<file path="src/rtl/kmd_pkg.sv">
// Shared types, constants and codes for the key matrix debouncer.
// Used by every module under rtl except kmd_ram; depends on nothing.
package kmd_pkg;

  // Matrix geometry
  localparam int ROWS  = 8;
  localparam int COLS  = 32;
  localparam int NKEYS = ROWS * COLS;
  localparam int IDX_W = (NKEYS > 1) ? $clog2(NKEYS) : 1;

  // Field widths
  localparam int ROW_W = 3;
  localparam int COL_W = 5;
  localparam int EVT_W = 2;
  localparam int THR_W = 6;
  localparam int CNT_W = 8;

  // Configuration port
  localparam int CFG_IDX_W  = 1;
  localparam int CFG_DATA_W = THR_W;

  localparam logic [CFG_IDX_W-1:0] REG_THRESHOLD = 1'b0;
  localparam logic [CFG_IDX_W-1:0] REG_MODE      = 1'b1;

  localparam logic [THR_W-1:0] THRESHOLD_RESET = 6'd5;

  typedef enum logic [EVT_W-1:0] {
    EV_NONE    = 2'd0,
    EV_PRESS   = 2'd1,
    EV_RELEASE = 2'd2,
    EV_HELD    = 2'd3
  } key_event_t;

  // One stored entry per key: last raw bit and signed settle counter
  typedef struct packed {
    logic                    raw;
    logic signed [CNT_W-1:0] cnt;
  } entry_t;

  localparam int ENTRY_W = $bits(entry_t);

  localparam entry_t ENTRY_RESET = '{raw: 1'b0, cnt: '1};

endpackage

</file>
<file path="src/rtl/kmd_ram.sv">
// Generic single-write, single-read RAM with a registered read port.
// Self-contained; no package needed.
module kmd_ram #(
  parameter int WIDTH = 8,
  parameter int DEPTH = 16,
  parameter int AW    = (DEPTH > 1) ? $clog2(DEPTH) : 1
) (
  input  logic             clk,
  input  logic             we,
  input  logic [AW-1:0]    waddr,
  input  logic [WIDTH-1:0] wdata,
  input  logic             re,
  input  logic [AW-1:0]    raddr,
  output logic [WIDTH-1:0] rdata
);

  logic [WIDTH-1:0] mem [DEPTH];

  always_ff @(posedge clk) begin
    if (we) begin
      mem[waddr] <= wdata;
    end
    if (re) begin
      rdata <= mem[raddr];
    end
  end

endmodule

</file>
<file path="src/rtl/kmd_update.sv">
// Per-key debounce update: next entry and event code from one stored entry.
// Depends on kmd_pkg.
module kmd_update (
  input  kmd_pkg::entry_t                  cur_entry,
  input  logic                             raw_pressed,
  input  logic [kmd_pkg::THR_W-1:0]        threshold,
  input  logic                             report_mode,
  output kmd_pkg::entry_t                  new_entry,
  output kmd_pkg::key_event_t              key_event
);
  import kmd_pkg::*;

  logic                    cnt_ge_thr;
  logic signed [CNT_W-1:0] evt_cnt;

  // Signed counter against the non-negative threshold
  assign cnt_ge_thr = $signed({cur_entry.cnt[CNT_W-1], cur_entry.cnt})
                      >= $signed({3'b000, threshold});

  // Edge restarts the count in event mode
  assign evt_cnt = (cur_entry.raw != raw_pressed) ? '0 : cur_entry.cnt;

  always_comb begin
    new_entry.raw = raw_pressed;
    new_entry.cnt = cur_entry.cnt;
    key_event     = EV_NONE;
    if (report_mode) begin
      if (raw_pressed) begin
        if (cnt_ge_thr) begin
          key_event     = EV_HELD;
          new_entry.cnt = $signed({1'b0, threshold, 1'b0});
        end else begin
          new_entry.cnt = cur_entry.cnt + 8'sd1;
        end
      end else begin
        if (cnt_ge_thr) begin
          key_event     = EV_HELD;
          new_entry.cnt = cur_entry.cnt - 8'sd1;
        end else begin
          new_entry.cnt = '0;
        end
      end
    end else begin
      new_entry.cnt = evt_cnt;
      if (!evt_cnt[CNT_W-1]) begin
        if (evt_cnt[CNT_W-2:0] >= {1'b0, threshold}) begin
          key_event     = raw_pressed ? EV_PRESS : EV_RELEASE;
          new_entry.cnt = '1;
        end else begin
          new_entry.cnt = evt_cnt + 8'sd1;
        end
      end
    end
  end

endmodule

</file>
<file path="src/rtl/key_matrix_debouncer_unit.sv">
// Key matrix debouncer: per-key raw bit and settle counter held in one RAM.
// Beats pass stage 1, then the output register; one beat per cycle unless stalled,
// set by the single read-modify-write of the state RAM (read, then update+write).
// Reset (synchronous) clears the per-key valid flags at once, so every key reads
// as raw 0 / counter -1 until first written; no clearing pass. Threshold resets
// to 5 and the mode to event mode.
module key_matrix_debouncer_unit (
  input  logic                              clk,
  input  logic                              rst,
  // Input channel
  input  logic                              in_valid,
  output logic                              in_ready,
  input  logic [kmd_pkg::ROW_W-1:0]         key_row,
  input  logic [kmd_pkg::COL_W-1:0]         key_col,
  input  logic                              raw_pressed,
  // Output channel
  output logic                              out_valid,
  input  logic                              out_ready,
  output logic [kmd_pkg::ROW_W-1:0]         out_row,
  output logic [kmd_pkg::COL_W-1:0]         out_col,
  output logic [kmd_pkg::EVT_W-1:0]         key_event,
  // Configuration write channel
  input  logic                              cfg_valid,
  output logic                              cfg_ready,
  input  logic [kmd_pkg::CFG_IDX_W-1:0]     cfg_index,
  input  logic [kmd_pkg::CFG_DATA_W-1:0]    cfg_data
);
  import kmd_pkg::*;

  // ---------------------------------------------------------------------------
  // Configuration registers. Writes are always taken.
  // ---------------------------------------------------------------------------
  logic [THR_W-1:0] threshold;
  logic             report_mode;

  assign cfg_ready = 1'b1;

  always_ff @(posedge clk) begin
    if (rst) begin
      threshold   <= THRESHOLD_RESET;
      report_mode <= 1'b0;
    end else if (cfg_valid && cfg_ready) begin
      case (cfg_index)
        REG_THRESHOLD: threshold   <= cfg_data[THR_W-1:0];
        REG_MODE:      report_mode <= cfg_data[0];
        default: ;
      endcase
    end
  end

  // ---------------------------------------------------------------------------
  // Stage 0: key index and range check; launch the RAM read on accept.
  // ---------------------------------------------------------------------------
  localparam int LIN_W = IDX_W + 6;

  logic [LIN_W-1:0] lin_idx;
  logic [IDX_W-1:0] in_idx;
  logic             in_range;
  logic             in_fire;

  assign lin_idx  = LIN_W'(key_row) * LIN_W'(COLS) + LIN_W'(key_col);
  assign in_idx   = lin_idx[IDX_W-1:0];
  assign in_range = ({3'b000, key_row} < 6'(ROWS)) && ({1'b0, key_col} < 6'(COLS));
  assign in_fire  = in_valid && in_ready;

  // ---------------------------------------------------------------------------
  // Stage 1: read data back, resolve hazards, update, write back.
  // ---------------------------------------------------------------------------
  logic             s1_valid;
  logic [IDX_W-1:0] s1_idx;
  logic             s1_range;
  logic [ROW_W-1:0] s1_row;
  logic [COL_W-1:0] s1_col;
  logic             s1_raw;
  logic             s1_adv;
  logic             s1_wr;

  // Output register frees when empty or when the sink takes the beat
  assign s1_adv   = !out_valid || out_ready;
  assign in_ready = !s1_valid || s1_adv;
  assign s1_wr    = s1_valid && s1_adv && s1_range;

  always_ff @(posedge clk) begin
    if (rst) begin
      s1_valid <= 1'b0;
    end else if (in_ready) begin
      s1_valid <= in_valid;
    end
  end

  always_ff @(posedge clk) begin
    if (in_fire) begin
      s1_idx   <= in_idx;
      s1_range <= in_range;
      s1_row   <= key_row;
      s1_col   <= key_col;
      s1_raw   <= raw_pressed;
    end
  end

  // State RAM: one entry per key, read on accept, written when stage 1 retires
  entry_t           ram_rdata;
  entry_t           new_entry;
  logic [ENTRY_W-1:0] ram_rdata_bits;

  kmd_ram #(
    .WIDTH (ENTRY_W),
    .DEPTH (NKEYS)
  ) u_state_ram (
    .clk   (clk),
    .we    (s1_wr),
    .waddr (s1_idx),
    .wdata (new_entry),
    .re    (in_fire),
    .raddr (in_idx),
    .rdata (ram_rdata_bits)
  );

  assign ram_rdata = entry_t'(ram_rdata_bits);

  // Per-key written flags: an unwritten key reads as the reset entry
  logic [NKEYS-1:0] key_written;

  always_ff @(posedge clk) begin
    if (rst) begin
      key_written <= '0;
    end else if (s1_wr) begin
      key_written[s1_idx] <= 1'b1;
    end
  end

  // Last write, kept to forward over a read that raced it on the same edge
  logic             fwd_valid;
  logic [IDX_W-1:0] fwd_idx;
  entry_t           fwd_entry;

  always_ff @(posedge clk) begin
    if (rst) begin
      fwd_valid <= 1'b0;
    end else if (s1_wr) begin
      fwd_valid <= 1'b1;
    end
  end

  always_ff @(posedge clk) begin
    if (s1_wr) begin
      fwd_idx   <= s1_idx;
      fwd_entry <= new_entry;
    end
  end

  logic   fwd_hit;
  entry_t cur_entry;

  assign fwd_hit = fwd_valid && (fwd_idx == s1_idx);

  always_comb begin
    if (fwd_hit) begin
      cur_entry = fwd_entry;
    end else if (key_written[s1_idx]) begin
      cur_entry = ram_rdata;
    end else begin
      cur_entry = ENTRY_RESET;
    end
  end

  key_event_t upd_event;

  kmd_update u_update (
    .cur_entry   (cur_entry),
    .raw_pressed (s1_raw),
    .threshold   (threshold),
    .report_mode (report_mode),
    .new_entry   (new_entry),
    .key_event   (upd_event)
  );

  // ---------------------------------------------------------------------------
  // Output register: hold the beat until the sink takes it.
  // ---------------------------------------------------------------------------
  always_ff @(posedge clk) begin
    if (rst) begin
      out_valid <= 1'b0;
    end else if (s1_adv) begin
      out_valid <= s1_valid;
    end
  end

  always_ff @(posedge clk) begin
    if (s1_adv && s1_valid) begin
      out_row   <= s1_row;
      out_col   <= s1_col;
      // Keys outside the matrix touch no state and report nothing
      key_event <= s1_range ? upd_event : EV_NONE;
    end
  end

  // ---------------------------------------------------------------------------
  // Assertions
  // ---------------------------------------------------------------------------
  a_written_clear: assert property (@(posedge clk)
    rst |=> (key_written == '0))
    else $error("written flags not cleared by reset");

  a_report_codes: assert property (@(posedge clk) disable iff (rst)
    (out_valid && report_mode) |-> (key_event == EV_NONE || key_event == EV_HELD))
    else $error("event-mode code in report mode");

  a_event_codes: assert property (@(posedge clk) disable iff (rst)
    (out_valid && !report_mode) |-> (key_event != EV_HELD))
    else $error("held code in event mode");

  a_s1_hold: assert property (@(posedge clk) disable iff (rst)
    (s1_valid && !s1_adv) |=> (s1_valid && $stable(s1_idx) && !s1_wr || s1_valid))
    else $error("stage 1 lost a stalled item");

  a_no_write_stalled: assert property (@(posedge clk) disable iff (rst)
    (s1_valid && out_valid && !out_ready) |-> !s1_wr)
    else $error("state written while output stalled");

endmodule

</file>
<file path="config.mk">
export PLATFORM = sky130hd
export DESIGN_NAME = key_matrix_debouncer_unit
export DESIGN_NICKNAME = d
export VERILOG_FILES = /design/src/rtl/kmd_pkg.sv /design/src/rtl/kmd_ram.sv /design/src/rtl/kmd_update.sv /design/src/rtl/key_matrix_debouncer_unit.sv
export SDC_FILE = /design/constraint.sdc
export NUM_CORES = 2
export LEC_CHECK = 0
export BUFFER_PORTS_ARGS = -buffer_cell sky130_fd_sc_hd__buf_2
export CAP_MARGIN = 40
export CORE_AREA = 3 3 432 434
export DETAILED_ROUTE_END_ITERATION = 12
export DIE_AREA = 0 0 435 437
export PLACE_DENSITY = 0.81
export RECOVER_POWER = 50
export SETUP_SLACK_MARGIN = 0.4
export SLEW_MARGIN = 20
export SYNTH_ARGS = -nofsm -noshare
export SYNTH_HDL_FRONTEND = slang
export SYNTH_SLANG_ARGS = --single-unit
</file>
<file path="constraint.sdc">
create_clock -name clk -period 23.1 [get_ports clk]
set_clock_uncertainty 0.15 [all_clocks]
set_input_delay 3.465 -clock clk [delete_from_list [all_inputs] [get_ports clk]]
set_output_delay 3.465 -clock clk [all_outputs]
set_load 0.05 [all_outputs]
</file>
# After elaboration in Yosys (flattened, before gate mapping)
# Memories as Yosys holds them, arrays and structs flattened. A register that Yosys moved wholly into a read port is not among the register bits.
# Index checks and enable logic that the tools add are counted.
# Widths: inputs -> output; s select.
[word_totals]
mem_count = 1
output_inout_bits = 13
elab_cells = 59
in_bits = 21
register_bits = 310
mem_bits_rw = 2304
[op_classes]
mux = 20
addsub = 4
n_lt_le_gt_ge = 4
eq_ne = 2
reduce_logical = 10
n_bitwise = 2
[mem_list]
columns = ["memory", "words", "word_bits", "rd", "rd_clocked_by_memory_dff", "write_ports", "line_no", "text"]
rows = [
  ["u_state_ram.mem", 256, 9, 1, 1, 1, "kmd_ram.sv:17", "logic [WIDTH-1:0] mem [DEPTH];"],
]
[op_table]
columns = ["operator", "count"]
rows = [
  ["$or 256x256->256", 1],
  ["$mux 8", 7],
  ["$mux 9", 2],
  ["$add 8x2->8 const B", 2],
  ["$mux 2", 5],
  ["$lt 8x9->1 const B", 1],
  ["$add 8x5->8", 1],
  ["$bmux 1 s8", 1],
  ["$demux 1 s8", 1],
  ["$eq 8x8->1", 1],
  ["$ge 8x1->1 const B", 1],
  ["$ge 8x7->1", 1],
  ["$sub 8x2->8 const B", 1],
  ["$ge 7x6->1", 1],
  ["$logic_and 1x1->1", 4],
  ["$mux 1", 4],
  ["$reduce_and 2->1", 2],
  ["$logic_not 1->1", 2],
  ["$logic_or 1x1->1", 2],
  ["$ne 1x1->1", 1],
  ["$not 1->1", 1],
]

# Logic depth before layout (Yosys ltp)
[depth]
depth_word = 10
depth_mapped = 23
depth_no_buf = 18

# Hierarchy
# A second synthesis with hierarchy kept.
[hier_totals]
hier_cells = 5558
area_unflattened_um2 = 102104.2
[by_module_without_submodules]
columns = ["mod", "cells_per_inst", "seq_area_each_um2", "area_per_inst_um2", "instances"]
rows = [
  ["kmd_ram", 4237, 69456.6, 89368.2, 1],
  ["key_matrix_debouncer_unit", 1175, 6165.9, 11723.7, 1],
  ["kmd_update", 146, 0.0, 1012.2, 1],
]

# Worst setup path after synthesis
# Ideal clock, no wire load.
[synth_timing]
path_kind = "register -> register"
from = "register s1_raw"
to = "register fwd_entry[1] (netlist bit) (data pin)"
arrival_time_ns = 14.950
required_ns = 20.755
stages_incl_launch_ff = 11
setup_slack_ns = 5.805
period_less_slack_ns = 17.295
setup_ns = 2.195
n_path_buf = 1
cell_sequence = "edfxtp_1 > nor4_4 > nor2_2 > buf_4 > nor2_1 > ha_1 > and2_1 > o221a_2 > o2111ai_2 > and4_1 > o21ai_0"
[synth_lines]
columns = ["item", "line_no", "text"]
rows = [
  ["start, declared", "key_matrix_debouncer_unit.sv:74", "logic s1_raw;"],
  ["start signal, assigned", "key_matrix_debouncer_unit.sv:97", "s1_raw <= raw_pressed;"],
  ["end signal, assigned", "key_matrix_debouncer_unit.sv:148", "fwd_entry <= new_entry;"],
  ["end, declared", "key_matrix_debouncer_unit.sv:135", "entry_t fwd_entry;"],
]

# Final worst setup path
[layout_timing]
from = "input port key_col[0] (netlist bit)"
to = "register u_state_ram.rdata[6] (read register of u_state_ram.mem) (data pin)"
[layout_via]
elab_chain_cells = 1
[layout_lines]
columns = ["item", "line_no", "text"]
rows = [
  ["start, declared", "key_matrix_debouncer_unit.sv:14", "input logic [kmd_pkg::COL_W-1:0] key_col,"],
  ["$add 8x5->8", "key_matrix_debouncer_unit.sv:61", "assign lin_idx = LIN_W'(key_row) * LIN_W'(COLS) + LIN_W'(key_col);"],
  ["end, declared", "kmd_ram.sv:14", "output logic [WIDTH-1:0] rdata"],
]
# Every way passes these cells.
# A chain may end at the register's enable or synchronous reset.

==> impl_metrics.yaml <==
status:
  outcome: "finished, violations left"
  violations: "max-capacitance violations, max-slew violations"
floorplanning:
  die_area_um2: 190000
  chipHeight_um: 437
  io_pins: 34
  num_rows: 157
  floorplan.core_area_um2: 183000
  die_w_um: 435
  initial_core_util: 0.550
worst_setup_path:
  rrSetupSlack_ps: 12420
  timing.rr.start: "s1_idx[3]"
  r2r-end: "u_state_ram.mem[212][2]"
  crit_path_start_kind: "input pin"
  required_ps: 23560
  crit_arrival_ps: 11810
  ff2ff_path_depth: 22
  setup.worst_path.class: "input pin to flop"
  critical_path.endpoint_type: "flop"
  crit_fanout: 60
min_path:
  hold_depth: 2
  hold_path.class: "flop to flop"
  hold_start: "key_written[200]"
  worst_hold_path.endpoint: "key_written[200]"
layout:
  layout.core_utilization: 0.618
  nNetsFinal: 5286
  final_cells: 7929
  area_growth_pct: 12.3
  drive_gt1_frac: 0.237
global_route:
  grt-ovfl-total: 0
  grtUsageTotal: 0.275
  top_usage_layer: "met2"
  use_met3: 0.0756
  grt_pass1_wl_mm: 379
  use_met1: 0.342
  grt_max_degree: 258
  grt_pass1_vias: 53400
  grt_antenna_before_repair: 14
  grt_use_met2: 0.442
logic_synthesis:
  yosysTopAreaCell: "edfxtp_1"
  synth-main-ff-cell: "edfxtp_1"
  ys_top_cells_by_count: "2,341 x edfxtp_1, 805 x nor2_1, 775 x mux4_2"
  synth_fa_ha_area_frac: 0.00137
  synth.area.top_cells: "edfxtp_1 70%, mux4_2 17%, dfxtp_1 5.3%"
  yosysWarnings: 0
  synth-edff-count: 2341
  ys_seq_area_frac: 0.751
  synth_top_area_share: 0.698
  synthArstFlopShare: 0
  synth_top_family_by_area: "multiplexers"
  synthXorXnorAreaFrac: 0.00209
  synth_mux_area_frac: 0.186
  synth_cells: 4895
  syn_nets: 4927
  synth_compound_area_frac: 0.00993
  syn-cell-area_um2: 101000
  synth.most_common_cell: "edfxtp_1"
  yosys.area_share.simple: 0.0374
  synth.ff_latch_count: 2607
  syn_avg_cell_area_um2: 20.6
  synth.distinct_cells: 69
sta:
  fmax_mhz: 88.1
  period_minus_slack_ps: 11350
  maxSlewHeadroom: -3.85
  tns_ps: 0
  setup_viol: 0
  hold_violations: 0
  rsz0062_at_grt: "no"
  fin_crit_sh: 0.491
  drv_slew: 962
  tightest_slew_ps: 7280
placement:
  port_buffers: 32
  dp_cells: 7462
  gp_congestion: 0.862
  hpwlAfterDp_mm: 156
route:
  num_vias: 52700
  via_per_inst: 6.65
  drcViolationCount: 0
  wl_mm: 261
  first_pass_iters: 6
  drtIter0Drc: 7697
  wl_per_cell_um: 33.0
  postRouteAntennaNets: 0
power:
  leakage_nw: 35.0
  p_total_w: 0.00997
  vdd_drop_max_uv: 84.0
  power_density_nw_per_um2: 88.2
cts:
  clk_pin_slew_ps: 60
  postCtsSetupBuffers: 0
  cts_resized: 0
  clock_latency_ps: 890
  cts_hold_buf: 0
  cts_tree: "built"
  numCtsBuffers: 234
  cts_max_path_buffers: 3
  cts_root_buf: "clkbuf_16"
  clock-sinks: 2607
  htree_levels: 4
flow_run:
  maxCapViolCount: 19
-- state kept, by name, indices dropped and copies added, names as in the netlist --
signal and flops:
fwd_entry 9, fwd_idx 8, fwd_valid 1, key_event 2, key_written 256, out_valid 1
report_mode 1, s1_idx 8, s1_raw 1, s1_valid 1, threshold 6, u_state_ram.mem 2304
u_state_ram.rdata 9
-- metal layers --
metal | vias to the layer above | wire, um
met2 | 3926 | 128000
met1 | 27300 | 86500
met4 | 8 | 16800
met5 | - | 57
li1 | 20600 | -
met3 | 894 | 30000
-- per-stage QoR --
step	setup WS, ps	cell area, um^2	hold WS, ps
floorplan	5800	101000	271
finish	11750	113000	325
global route	10930	113000	345
detailed placement	13970	106000	309
CTS	14010	114000	325
global placement	12510	104000	292
-- cells by family after synthesis --
group           count (synthesis)
flops                        2607
simple gates                  947
mux                           879
buf+inv                       293
compound gates                133
xor+xnor                       24
fa+ha+maj                      11
other cells                     1
-- critical path, stage by stage --
cell and delay, ps:
buf_8 240, clkbuf_1 3820, buf_4 800, buf_16 320, buf_4 420, buf_16 310, mux4_2 580, mux4_2 540
mux4_2 610, mux4_2 510
-- final cells by class --
class,count,area (um^2)
diodes,11,27.5
clock buffers,326,6520
clock inverters,110,975
fillers,11800,70000
inverters,20,75.1
multi-input cells,1995,24000
flip-flops and latches,2607,75600
well taps,2464,3080
repair buffers,396,2760
-- power by group --
part	internal, W	switching (W)
clock	0.00210	0.00170
sequential	0.00537	0.0000116
combinational	0.000247	0.000539
-- layout by cell type (no fill, tap or decap), drive strengths merged, types with 11 or more instances in the layout --
| master | instances |
|---|---|
| clkinv | 83 |
| nand2b | 12 |
| buf | 155 |
| nor2b | 15 |
| ha | 11 |
| a21oi | 20 |
| bufinv | 12 |
| clkbuf | 567 |
| nand3 | 30 |
| dfxtp | 266 |
| edfxtp | 2341 |
| nand2 | 51 |
| inv | 27 |
| a22oi | 39 |
| o21ai | 14 |
| mux2i | 84 |
| xnor2 | 21 |
| mux4 | 792 |
| nor2 | 806 |
| diode | 11 |
-- worst max-delay path by stage --
stage	to	startpoint	slack, ps	cells after the start
2_1_floorplan	fwd_entry[1]	s1_raw	5800	10
3_3_place_gp	u_state_ram.rdata[6]	key_col[0]	12510	9
3_5_place_dp	u_state_ram.rdata[1]	key_col[0]	13970	11
4_1_cts	u_state_ram.mem[87][6]	s1_idx[1]	14010	23
5_1_grt	u_state_ram.rdata[3]	key_col[0]	10930	10
6_report	u_state_ram.rdata[6]	key_col[0]	11750	10
No activity file was read; power rests on OpenSTA's default activity.
